--- src/design/tlic_pkg.sv ---
package tlic_pkg;

    // Fixed field widths
    localparam int ADDR_W     = 48;
    localparam int SIZE_W     = 10;
    localparam int LINE_SHIFT = 6;
    localparam int LINE_W     = ADDR_W - LINE_SHIFT;
    localparam int CNT_W      = 64;
    localparam int MAX_SIZE   = 512;
    localparam int MAX_LINES  = 9;
    localparam int LCNT_W     = 4;
    localparam int QUEUE_DEPTH = 2;

    // SRRIP ages
    localparam logic [1:0] RRPV_MAX    = 2'd3;
    localparam logic [1:0] RRPV_INSERT = 2'd2;

    // Default geometry
    localparam int L1_SETS_DEF  = 128;
    localparam int L1_ASSOC_DEF = 8;
    localparam int L2_SETS_DEF  = 1024;
    localparam int L2_ASSOC_DEF = 16;

    typedef struct packed {
        logic [ADDR_W-1:0] address;
        logic [SIZE_W-1:0] access_size;
    } access_t;

    typedef struct packed {
        logic [LINE_W-1:0] line_number;
        logic              l1_hit;
        logic              l2_hit;
        logic              victim_valid;
        logic [LINE_W-1:0] victim_line;
        logic [CNT_W-1:0]  l1_miss_total;
        logic [CNT_W-1:0]  l2_miss_total;
        logic              last_line;
    } result_t;

    typedef struct packed {
        logic [LINE_W-1:0] line;
        logic              last;
    } line_item_t;

    typedef enum logic [3:0] {
        BK_CLEAR,
        BK_IDLE,
        BK_LOOK,
        BK_L1WR,
        BK_L2WR,
        BK_BWR,
        BK_FRD,
        BK_FWR,
        BK_OUT
    } back_state_t;

endpackage

--- src/design/tlic_queue.sv ---
module tlic_queue (
    input  logic                 clk,
    input  logic                 rst_n,
    input  tlic_pkg::line_item_t push_item,
    input  logic                 push_valid,
    output logic                 full,
    output tlic_pkg::line_item_t pop_item,
    output logic                 pop_valid,
    input  logic                 pop
);
    import tlic_pkg::*;

    localparam int PW = $clog2(QUEUE_DEPTH);

    line_item_t      mem_reg [QUEUE_DEPTH];
    logic [PW-1:0]   wr_reg, wr_next;
    logic [PW-1:0]   rd_reg, rd_next;
    logic [PW:0]     cnt_reg, cnt_next;
    logic            do_push, do_pop;

    assign full      = (cnt_reg == (PW+1)'(QUEUE_DEPTH));
    assign pop_valid = (cnt_reg != '0);
    assign pop_item  = mem_reg[rd_reg];
    assign do_push   = push_valid && !full;
    assign do_pop    = pop && pop_valid;

    // Advance pointers and occupancy
    always_comb
    begin
        wr_next  = do_push ? wr_reg + PW'(1) : wr_reg;
        rd_next  = do_pop ? rd_reg + PW'(1) : rd_reg;
        cnt_next = cnt_reg + (PW+1)'(do_push) - (PW+1)'(do_pop);
    end

    always_ff @(posedge clk or negedge rst_n)
    begin
        if (!rst_n)
        begin
            wr_reg  <= '0;
            rd_reg  <= '0;
            cnt_reg <= '0;
        end
        else
        begin
            wr_reg  <= wr_next;
            rd_reg  <= rd_next;
            cnt_reg <= cnt_next;
        end
    end

    always_ff @(posedge clk)
    begin
        if (do_push)
        begin
            mem_reg[wr_reg] <= push_item;
        end
    end

endmodule

--- config.mk ---
export PLATFORM = sky130hd
export DESIGN_NAME = tlic_queue
export DESIGN_NICKNAME = d
export VERILOG_FILES = /design/src/design/tlic_pkg.sv /design/src/design/tlic_queue.sv
export SDC_FILE = /design/constraint.sdc
export NUM_CORES = 1
export LEC_CHECK = 0
export CORE_ASPECT_RATIO = 0.8
export CORE_UTILIZATION = 35
export DETAILED_ROUTE_END_ITERATION = 8
export DONT_BUFFER_PORTS = 1
export PLACE_DENSITY = 0.49
export SLEW_MARGIN = 10
export SYNTH_ARGS = -nofsm -noshare
export SYNTH_HDL_FRONTEND = slang
export SYNTH_SLANG_ARGS = --single-unit
--- constraint.sdc ---
create_clock -name clk -period 3.3 [get_ports clk]
set_clock_uncertainty 0.15 [all_clocks]
set_input_delay 0 -clock clk [delete_from_list [all_inputs] [get_ports clk]]
set_output_delay 0 -clock clk [all_outputs]
set_load 0.005 [all_outputs]
---- After elaboration in Yosys (flattened, before gate mapping) ----
Memories as Yosys holds them, arrays and structs flattened.
Cells that the tools add are included.
word-level totals
  register bits after elaboration ......... 4
  memory bits (writable) .................. 86
  output and inout bits ................... 45
  word-level logic and storage cells ...... 15
  memories ................................ 1
operators by class
  add/sub/neg operators ................... 4
  equality and inequality tests ........... 1
  multiplexer cells ....................... 2
  reduce and logical (&&, ||, !) cells .... 4
memory list
  memory   depth  width  read ports  clocked after memory_dff  wr ports  line              RTL
  mem_reg  2      43     1           0                         1         tlic_queue.sv:15  line_item_t mem_reg [QUEUE_DEPTH];
operators with widths
  cell                 number
  $add 1x1->1 const B  2
  $add 2x1->2          1
  $eq 2x2->1 const B   1
  $logic_and 1x1->1    2
  $mux 1               2
  $reduce_bool 2->1    1
  $sub 2x1->2          1
  $logic_not 1->1      1

---- Longest topological paths before layout ----
  depth in word-level cells ............... 5
  mapped depth ............................ 7
  mapped depth without buffers ............ 7

---- Worst setup path after synthesis ----
OpenSTA, ideal clock, no wires.
  path type ............................... reg-to-reg
  start point ............................. reg cnt_reg[1]
  end point ............................... mem mem_reg[0][0] (netlist bit) (enable)
  setup time .............................. 0.443 ns
  arrival ................................. 2.398 ns
  data required time ...................... 2.707 ns
  slack ................................... 0.309 ns
  cell stages (with the launch flop) ...... 4
  clock period less this slack ............ 2.991 ns
  cells stage by stage .................... dfrtp_1 > nand2b_1 > nand2_1 > nor2_1
on the way
  longest elaborated chain between the ends .. 5
RTL lines
  what                          line              RTL
  start, declared               tlic_queue.sv:18  logic [PW:0] cnt_reg, cnt_next;
  start signal, assigned        tlic_queue.sv:47  cnt_reg <= cnt_next;
  $eq 2x2->1                    tlic_queue.sv:21  assign full = (cnt_reg == (PW+1)'(QUEUE_DEPTH));
  $logic_not 1->1               tlic_queue.sv:24  assign do_push = push_valid && !full;
  $logic_and 1x1->1             tlic_queue.sv:24
  $mux 1                        tlic_queue.sv:53  if (do_push)
  $mux 1 (implied by the code)  tlic_queue.sv:55  mem_reg[wr_reg] <= push_item;
  end, declared                 tlic_queue.sv:15
Every way passes these cells.

==> metrics <==
Hold Crit Start=push_valid; WP data required=3.15 ns; via count=1518; GRT Total Usage=11.4%; Routed WL=5390 um; crit path launch=rd_reg$_DFFE_PN0P_; CP max stage delay=0.70 ns; Die W=113 um; Chip Height=91.1 um; critical path arrival=1.94 ns; sequential-to-total area share from yosys stat=77.3%; CTS Buf Count=9; Met1 Routed Length=2260 um; Worst slew margin=65.5%; post-CTS sizing=0; Ant. Diodes=0; Post-CTS Setup Bufs=0; Final Max Slew Viols=0; number of buffers and inverters on the critical path=1; CTS HTree Levels=3; Yosys Warn Count=0; Core ar.=9650 um^2; filler instances=837; Mapped Cells=152; kind of critical path=flip-flop to output pin; Layout Area Growth over Synthesis=25.6%; Leakage=1.57 nW; clock-pin slew on the worst setup and hold paths=0.06 ns; Netlist Area Pre-Place=3470 um^2; CTS Sinks=90; # IOs=92; CTS root buffer=clkbuf_16; Post-route DRC=0; critical path capture point type=output pin; fin crit period=2.09 ns; syn nets=201; Top delay family on crit path=flip-flops; Synth Area in Simple Gates=1.01%; clk_lat worst skew=0.33 ns; Mapped Avg Cell Area=22.8 um^2; peak supply drop=0.597 mV; fin nets=257; crit share post-route=63.3%; RSZ-0062 raised after global routing=false; Buffers on Ports=0; first-pass GRT wire length=8670 um; vias in the first global route=1644; MaxCap Viol Count=0; gpl congestion=0.664; Hold Crit Class=primary input to flip-flop; Reg area=2680 um^2; Initial Util=36.0%; f_max=479 MHz; Worst Tran Pin Value=0.518 ns; multi-input combinational cell area=734 um^2; Avg WL per Cell=15.4 um; Post-Synth Adder-Cell Area=0.721%; pin count of the biggest net entering global routing=29; Setup violations, final=0; antenna violations before repair=0; Cell variety after synth=15; CTS tree=built; complex-gate fraction of the synthesized area=0%; xor/xnor share of the synthesized area=1.01%; Fin Setup TNS=0 ns; antenna violation net count after detailed routing=0; layout cells sized above 1=30.0%; critical path launch point type=flip-flop; proportion of synthesized area in mux cells=18.2%; vias per cell=4.35; max reg flops=86; number of synthesized register bits=90; metal2 WL=2670 um; critical path fanouts, max=27; hold_ws=0.0441 ns; worst reg2reg startpoint=cnt_reg[1]$_DFF_PN0_; DR iter-0 viols=55; final global-route overflow total=0; Hold Vio Cnt, Final=0; met3 wire length=425 um; largest family of logic cells by synthesized area=multiplexers; die area=10300 um^2; drt pass-1 iters=4; FP Rows=32; cells along the critical path=buf_4 > mux2_4; max layer used=met4; Clock Tree Buf Depth=2; Power Density=806 nW/um^2; status=completed; slowest CP cell=dfrtp_2
## placed cells by master (no fill, tap or decap), drive strengths merged, types with 2 or more instances in the layout
cell type    instances
dfrtp                4
mux2                43
xnor2                3
dlygate4sd3         47
ha                   2
buf                  3
clkbuf              10
inv                  3
edfxtp              86
clkinvlp             4
## per-stage QoR
step                setup slack [ns]  power (mW)  cell area [um^2]  cells  utilization [%]
floorplan                      0.309        2.47              3470    152                -
global placement                1.30        2.58              3620    286             37.5
detailed placement              1.20        2.61              3620    286             37.5
CTS                             1.17        3.58              4360    349             45.2
global route                    1.07        3.70              4360    349             45.2
finish                          1.21        3.52              4360    349             45.2
## synth_stat cells
| cell type | count | area (um^2) |
|---|---|---|
| mux2_4 | 39 | 586 |
| ha_1 | 2 | 25.0 |
| or2_1 | 1 | 6.26 |
| dfrtp_1 | 4 | 100 |
| nor2_1 | 1 | 3.75 |
| and3_1 | 1 | 6.26 |
| and2_4 | 1 | 8.76 |
| nand2_1 | 1 | 3.75 |
| inv_1 | 2 | 7.51 |
| edfxtp_1 | 86 | 2580 |
| xnor2_1 | 3 | 26.3 |
| xor2_1 | 1 | 8.76 |
| nand2b_1 | 1 | 6.26 |
| mux2_2 | 4 | 45.0 |
| buf_6 | 5 | 56.3 |
## report_power, final
group / switching (mW) / internal [mW] / leakage, nW
sequential: 0.123 / 1.57 / 0.844
clock: 0.394 / 0.509 / 0.119
combinational: 0.430 / 0.492 / 0.606
## routing by layer
metal  GRT usage [%]  up-vias
met5               0        -
li1                -      703
met2            18.8       58
met1            12.9      751
met3            4.94        6
met4            4.93        0
## final timing paths
| check | to | slack (ns) | cells after the start |
|---|---|---|---|
| max in group asynchronous | rd_reg$_DFFE_PN0P_ | 2.47 | 2 |
| worst max-delay path | pop_item[18] | 1.21 | 2 |
| worst min register to register | cnt_reg[1]$_DFF_PN0_ | 0.35 | 1 |
| worst max register to register | mem_reg[0][6]$_DFFE_PP_ | 1.25 | 4 |
| worst min-delay path | mem_reg[1][27]$_DFFE_PP_ | 0.04 | 1 |
| min in group asynchronous | cnt_reg[0]$_DFF_PN0_ | 0.33 | 2 |
## timing repair
item,4_1_cts,5_1_grt
hold endpoints to repair,92,0
setup endpoints to repair,0,0
hold buffers,47,0
## kinds of logic (layout without fill, tap and decap cells)
logic type    Yosys count  after routing
flops                  90             90
xor+xnor                4              4
buf+inv                 7             68
fa+ha+maj               2              2
mux                    43             43
simple gates            6              6
## cell type report
class,instances,share of cell area [%]
clock buffers,10,5.25
clock inverters,6,0.976
inverters,2,0.172
multi-input cells,55,16.8
flip-flops and latches,90,61.5
well taps,136,3.90
repair buffers,50,11.3
Note: power is estimated with default switching activity, not from simulation.
