File: src/design/tlic_pkg.sv
package tlic_pkg;

    // Fixed field widths
    localparam int ADDR_W     = 48;
    localparam int SIZE_W     = 10;
    localparam int LINE_SHIFT = 6;
    localparam int LINE_W     = ADDR_W - LINE_SHIFT;
    localparam int CNT_W      = 64;
    localparam int MAX_SIZE   = 512;
    localparam int MAX_LINES  = 9;
    localparam int LCNT_W     = 4;
    localparam int QUEUE_DEPTH = 2;

    // SRRIP ages
    localparam logic [1:0] RRPV_MAX    = 2'd3;
    localparam logic [1:0] RRPV_INSERT = 2'd2;

    // Default geometry
    localparam int L1_SETS_DEF  = 128;
    localparam int L1_ASSOC_DEF = 8;
    localparam int L2_SETS_DEF  = 1024;
    localparam int L2_ASSOC_DEF = 16;

    typedef struct packed {
        logic [ADDR_W-1:0] address;
        logic [SIZE_W-1:0] access_size;
    } access_t;

    typedef struct packed {
        logic [LINE_W-1:0] line_number;
        logic              l1_hit;
        logic              l2_hit;
        logic              victim_valid;
        logic [LINE_W-1:0] victim_line;
        logic [CNT_W-1:0]  l1_miss_total;
        logic [CNT_W-1:0]  l2_miss_total;
        logic              last_line;
    } result_t;

    typedef struct packed {
        logic [LINE_W-1:0] line;
        logic              last;
    } line_item_t;

    typedef enum logic [3:0] {
        BK_CLEAR,
        BK_IDLE,
        BK_LOOK,
        BK_L1WR,
        BK_L2WR,
        BK_BWR,
        BK_FRD,
        BK_FWR,
        BK_OUT
    } back_state_t;

endpackage

File: src/design/tlic_front.sv
module tlic_front (
    input  logic                 clk,
    input  logic                 rst_n,
    input  tlic_pkg::access_t    access,
    input  logic                 access_valid,
    output logic                 access_stall,
    output tlic_pkg::line_item_t item,
    output logic                 item_valid,
    input  logic                 item_full
);
    import tlic_pkg::*;

    logic              busy_reg, busy_next;
    logic [LINE_W-1:0] line_reg, line_next;
    logic [LCNT_W-1:0] left_reg, left_next;

    logic [SIZE_W-1:0]   size_fix;
    logic [SIZE_W:0]     span;
    logic [LCNT_W-1:0]   count;

    // Clamp the size and count the lines it spans
    always_comb
    begin
        size_fix = access.access_size;
        if (size_fix == '0)
        begin
            size_fix = SIZE_W'(1);
        end
        else if (size_fix > SIZE_W'(MAX_SIZE))
        begin
            size_fix = SIZE_W'(MAX_SIZE);
        end
        span  = (SIZE_W+1)'(access.address[LINE_SHIFT-1:0]) + (SIZE_W+1)'(size_fix)
              - (SIZE_W+1)'(1);
        count = LCNT_W'(span >> LINE_SHIFT) + LCNT_W'(1);
        if (count > LCNT_W'(MAX_LINES))
        begin
            count = LCNT_W'(MAX_LINES);
        end
    end

    assign access_stall = busy_reg;
    assign item_valid   = busy_reg;
    assign item.line    = line_reg;
    assign item.last    = (left_reg == LCNT_W'(1));

    // Take an access, then emit one line per transfer into the queue
    always_comb
    begin
        busy_next = busy_reg;
        line_next = line_reg;
        left_next = left_reg;
        if (!busy_reg)
        begin
            if (access_valid)
            begin
                busy_next = 1'b1;
                line_next = access.address[ADDR_W-1:LINE_SHIFT];
                left_next = count;
            end
        end
        else if (!item_full)
        begin
            line_next = line_reg + LINE_W'(1);
            left_next = left_reg - LCNT_W'(1);
            if (left_reg == LCNT_W'(1))
            begin
                busy_next = 1'b0;
            end
        end
    end

    always_ff @(posedge clk or negedge rst_n)
    begin
        if (!rst_n)
        begin
            busy_reg <= 1'b0;
        end
        else
        begin
            busy_reg <= busy_next;
        end
    end

    always_ff @(posedge clk)
    begin
        line_reg <= line_next;
        left_reg <= left_next;
    end

endmodule

File: config.mk
export PLATFORM = sky130hd
export DESIGN_NAME = tlic_front
export DESIGN_NICKNAME = d
export VERILOG_FILES = /design/src/design/tlic_pkg.sv /design/src/design/tlic_front.sv
export SDC_FILE = /design/constraint.sdc
export NUM_CORES = 1
export LEC_CHECK = 0
export ABC_AREA = 1
export BUFFER_PORTS_ARGS = -buffer_cell sky130_fd_sc_hd__buf_2
export CORE_UTILIZATION = 48
export CTS_CLUSTER_DIAMETER = 40
export DETAILED_ROUTE_END_ITERATION = 12
export PLACE_DENSITY = 0.77
export RECOVER_POWER = 25
export SLEW_MARGIN = 15
export SYNTH_ARGS = -nofsm -noshare
export SYNTH_HDL_FRONTEND = slang
export SYNTH_SLANG_ARGS = --single-unit
export TNS_END_PERCENT = 5
File: constraint.sdc
create_clock -name clk -period 4.6 [get_ports clk]
set_input_delay 1.38 -clock clk [delete_from_list [all_inputs] [get_ports clk]]
set_output_delay 1.38 -clock clk [all_outputs]
set_load 0.02 [all_outputs]
**Yosys cells after proc, flatten, opt, wreduce, memory -nomap -nowiden**

Cells that the tools add are included.

- Add/sub/neg operators: 5
- Magnitude comparators: 2
- Equality and inequality tests: 2
- Multiplexer cells: 13
- Reduce and logical (&&, ||, !) cells: 3

Operator list:

| cell | count |
|---|---|
| $mux 42 | 3 |
| $add 42x1->42 const B | 1 |
| $mux 10 | 2 |
| $mux 4 | 4 |
| $add 6x10->10 | 1 |
| $gt 10x10->1 const B | 1 |
| $logic_not 10->1 | 1 |
| $sub 10x1->10 const B | 1 |
| $add 4x1->4 const B | 1 |
| $eq 4x1->1 const B | 1 |
| $gt 4x4->1 const B | 1 |
| $mux 1 | 4 |
| $sub 4x1->4 const B | 1 |
| $ne 2x2->1 const B | 1 |
| $reduce_and 2->1 | 1 |
| $reduce_bool 2->1 | 1 |

- Register bits: 47

**Depth between registers and ports, before layout**

- Depth in word-level cells: 10
- Gate-level depth with buffers: 20

**Worst setup path before layout**

OpenSTA, ideal clock, no wires.

- Kind: input -> register
- Start point: input item_full
- End point: register left_reg[0] (enable)
- Setup time: 0.513 ns
- Data arrival time: 4.648 ns
- Required time: 4.087 ns
- Path slack: -0.561 ns
- Stages on the path: 1
- Cells stage by stage: o21ai_0

- Word-level cells in the longest chain between the ends: 2

RTL lines:

| what | line | source |
|---|---|---|
| start: declaration | tlic_front.sv:9 | `input logic item_full` |
| $ne 2x2->1 (no source line) | n/a |  |
| $reduce_and 2->1 (no source line) | n/a |  |
| end signal: assignment | tlic_front.sv:88 | `left_reg <= left_next;` |
| end: declaration | tlic_front.sv:15 | `logic [LCNT_W-1:0] left_reg, left_next;` |

No other way between the ends.
A chain may end at the register's enable or synchronous reset.

**Worst setup path in the final report**

- Start point: register busy_reg (netlist: access_stall)
- End point: register line_reg[0] (enable)

- Word-level cells in the longest chain between the ends: 2
- Elaborated cells between the ends (all ways): 3
- Those cells by class: 1 x eq/ne; 2 x reduce/logical

RTL lines:

| what | line | source |
|---|---|---|
| start: declaration | tlic_front.sv:13 | `logic busy_reg, busy_next;` |
| start signal: assignment | tlic_front.sv:81 | `busy_reg <= busy_next;` |
| $ne 2x2->1 (no source line) / $reduce_bool 2->1 (equally long branches) | n/a |  |
| $reduce_and 2->1 (no source line) (*) | n/a |  |
| end signal: assignment | tlic_front.sv:87 | `line_reg <= line_next;` |
| end: declaration | tlic_front.sv:14 | `logic [LINE_W-1:0] line_reg, line_next;` |

Mark *: on every way between the ends. The rest lies on a longest branch, timed or not.

==> out/metrics.cfg <==
[clock_network]
cts_buffers=5
cts_root_buf=clkbuf_8
cts_resized=0
clkTransAtPathRegs_ps=90
cts_hold_buffers=0
cts.path.max_buffers=2
post_cts_buffers=0
htreeDepth=2
clock-sinks=47
cts_tree=yes
clk_latency_ps=310

[timing]
slew_viol_final=81
final.setup.tns_ps=0
rsz0062_at_grt=false
setup_viol=0
hold_violations=0
max_freq_ghz=0.2625
worst_slew_pin_slew_ps=2555
worst_slack_ps=790.4
maxSlewHeadroom=-0.7031
whs_ps=667.5
final.min_clock_period_ps=3810
min_period_over_period=0.8282
fin_worst_skew_ps=21.93

[floorplan]
row_count=31
io_pins=107
die_area_mm2=0.008060
die_h_um=89.78
core_area_mm2=0.007370
die_x_um=89.78
initial_core_util=0.5019

[global_route]
grt_start_max_net_pins=66
antenna_found_initial=0
grt_pass1_wl_um=14630
grtUsageTotal=0.2203
grt-ovfl-total=0
grt_pass1_vias=3255

[setup_path]
worstSetupStartpointType=flip-flop
crit_start=access_stall
crit_slowest_cell=o21ai_0
slowest_delay_ps=1570
crit_arrival_ps=3760
crit_path_max_fanout=33
crit_path_cell_trace=inv_1 -> o21ai_0 -> buf_4
rr_startpoint=access_stall
crit_path_end_kind=flip-flop
crit_family=compound AO/OA/AOI/OAI gates
critPathBufInv=2
crit_type=reg -> reg
cp.required_ps=4550

[logic_synthesis]
syn_area_mm2=0.003699
syn_avg_cell_area_um2=7.770
synth_top_area_frac=0.3735
syn_inst=476
synth_area_leaders=edfxtp_1, nand2_1, inv_1
async_reset_ff_frac=0.02128
ys_types=41
synth_common_cells=nand2_1, inv_1, edfxtp_1, nor2_1, o21ai_0
synth_edf_count=46
yosysSeqAreaShare=0.3802
ys_ff_latch=47
synth_nets=553
yosys.area.top_type=edfxtp_1
yosysWarnings=0
yosysMostFrequentCell=nand2_1
synth_ff_type=edfxtp_1

[power]
peakVddDrop_mv=0.2789
cellPowerDensity_mw_per_mm2=510.1
power_mw=2.256
p_leak_nw=2.120

[detailed_routing]
wl_per_cell_um=12.40
routed_wl_um=8431
drtIter0Drc=162
num_vias=3445
ant_nets=0
first_pass_iters=5
drc=0
viasPerCell=5.066

[hold_path]
hp-start=line_reg[41]
hp-class=reg -> reg

[final_layout]
diodes=0
largest_register_ffs=42
area_growth_pct=19.59
final_util=0.6002
nets=657
drive_gt1_frac=0.2565

[placement]
pre_cts_ws_ps=538.2
port_buffers=106
dp_hpwl_um=6548
finalWeightedCongestion=0.8445

[job]
cap_violations=2

[status]
status=complete, but fails checks
violations=max-capacitance violations, max-slew violations

power breakdown:
group / leakage, nW / total, mW / switching (mW) / internal, mW
clock network: 0.0548 / 0.313 / 0.150 / 0.164
logic: 1.60 / 0.988 / 0.638 / 0.350
registers: 0.460 / 0.954 / 0.219 / 0.735
metal layers:
metal  share of wire  vias up  wire length, um  global-route usage
met2            0.47      109             3932              0.3679
li1                -     1770                -                   -
met1            0.46     1556             3901              0.2951
met5               0        -                0                   0
met4           0.015        0              125             0.06284
met3           0.056       10              470             0.03469
placed cells by master (no fill, tap or decap), types with 3 or more instances in the layout:
cell type,Yosys,final
nor2_1,28,28
nor2_2,3,3
nand3_2,7,7
clkbuf_8,0,5
nor3_1,10,10
edfxtp_1,46,46
ha_1,15,15
inv_1,55,56
o21ai_1,7,5
nand2_4,3,3
xnor2_1,10,10
nor3_2,5,5
nand2_1,157,157
a31oi_1,3,3
nand3_1,23,23
nand4_1,6,6
inv_2,4,3
o21ai_0,26,28
xor2_1,20,20
buf_2,2,105
a21oi_1,12,12
path summary, 6_finish.rpt:
check | endpoint | slack (ps) | cells after the start
worst min register to register | line_reg[41] | 670 | 2
worst min-delay path | line_reg[41] | 670 | 2
worst max register to register | line_reg[0] | 790 | 3
max in group asynchronous | access_stall | 3660 | 1
min in group asynchronous | access_stall | 840 | 1
worst max-delay path | line_reg[0] | 790 | 3
stage by stage:
step                      cells  cell area (um^2)
after floorplan             476              3699
after detailed placement    672              4324
after global routing        680              4423
after global placement      672              4324
final                       680              4423
after CTS                   680              4439
final cells by class:
type | count | area [um^2]
repair buffers | 108 | 540.5
inverters | 59 | 221.5
multi-input cells | 359 | 2016
well taps | 99 | 123.9
flip-flops and latches | 47 | 1406
clock buffers | 5 | 68.82
clock inverters | 3 | 46.29
fillers | 727 | 2947
kinds of logic after synthesis:
logic type	Yosys count	synth area share
xor+xnor	30	0.07104
buf+inv	70	0.07476
simple gates	259	0.3420
compound gates	55	0.08119
fa+ha+maj	15	0.05074
flops	47	0.3802
worst reg2reg max path, cell delays in order, from the launching register on:
cell and delay (ps):
dfrtp_1 950, inv_1 320, o21ai_0 1570, buf_4 620
No activity file was read; power rests on OpenSTA's default activity.
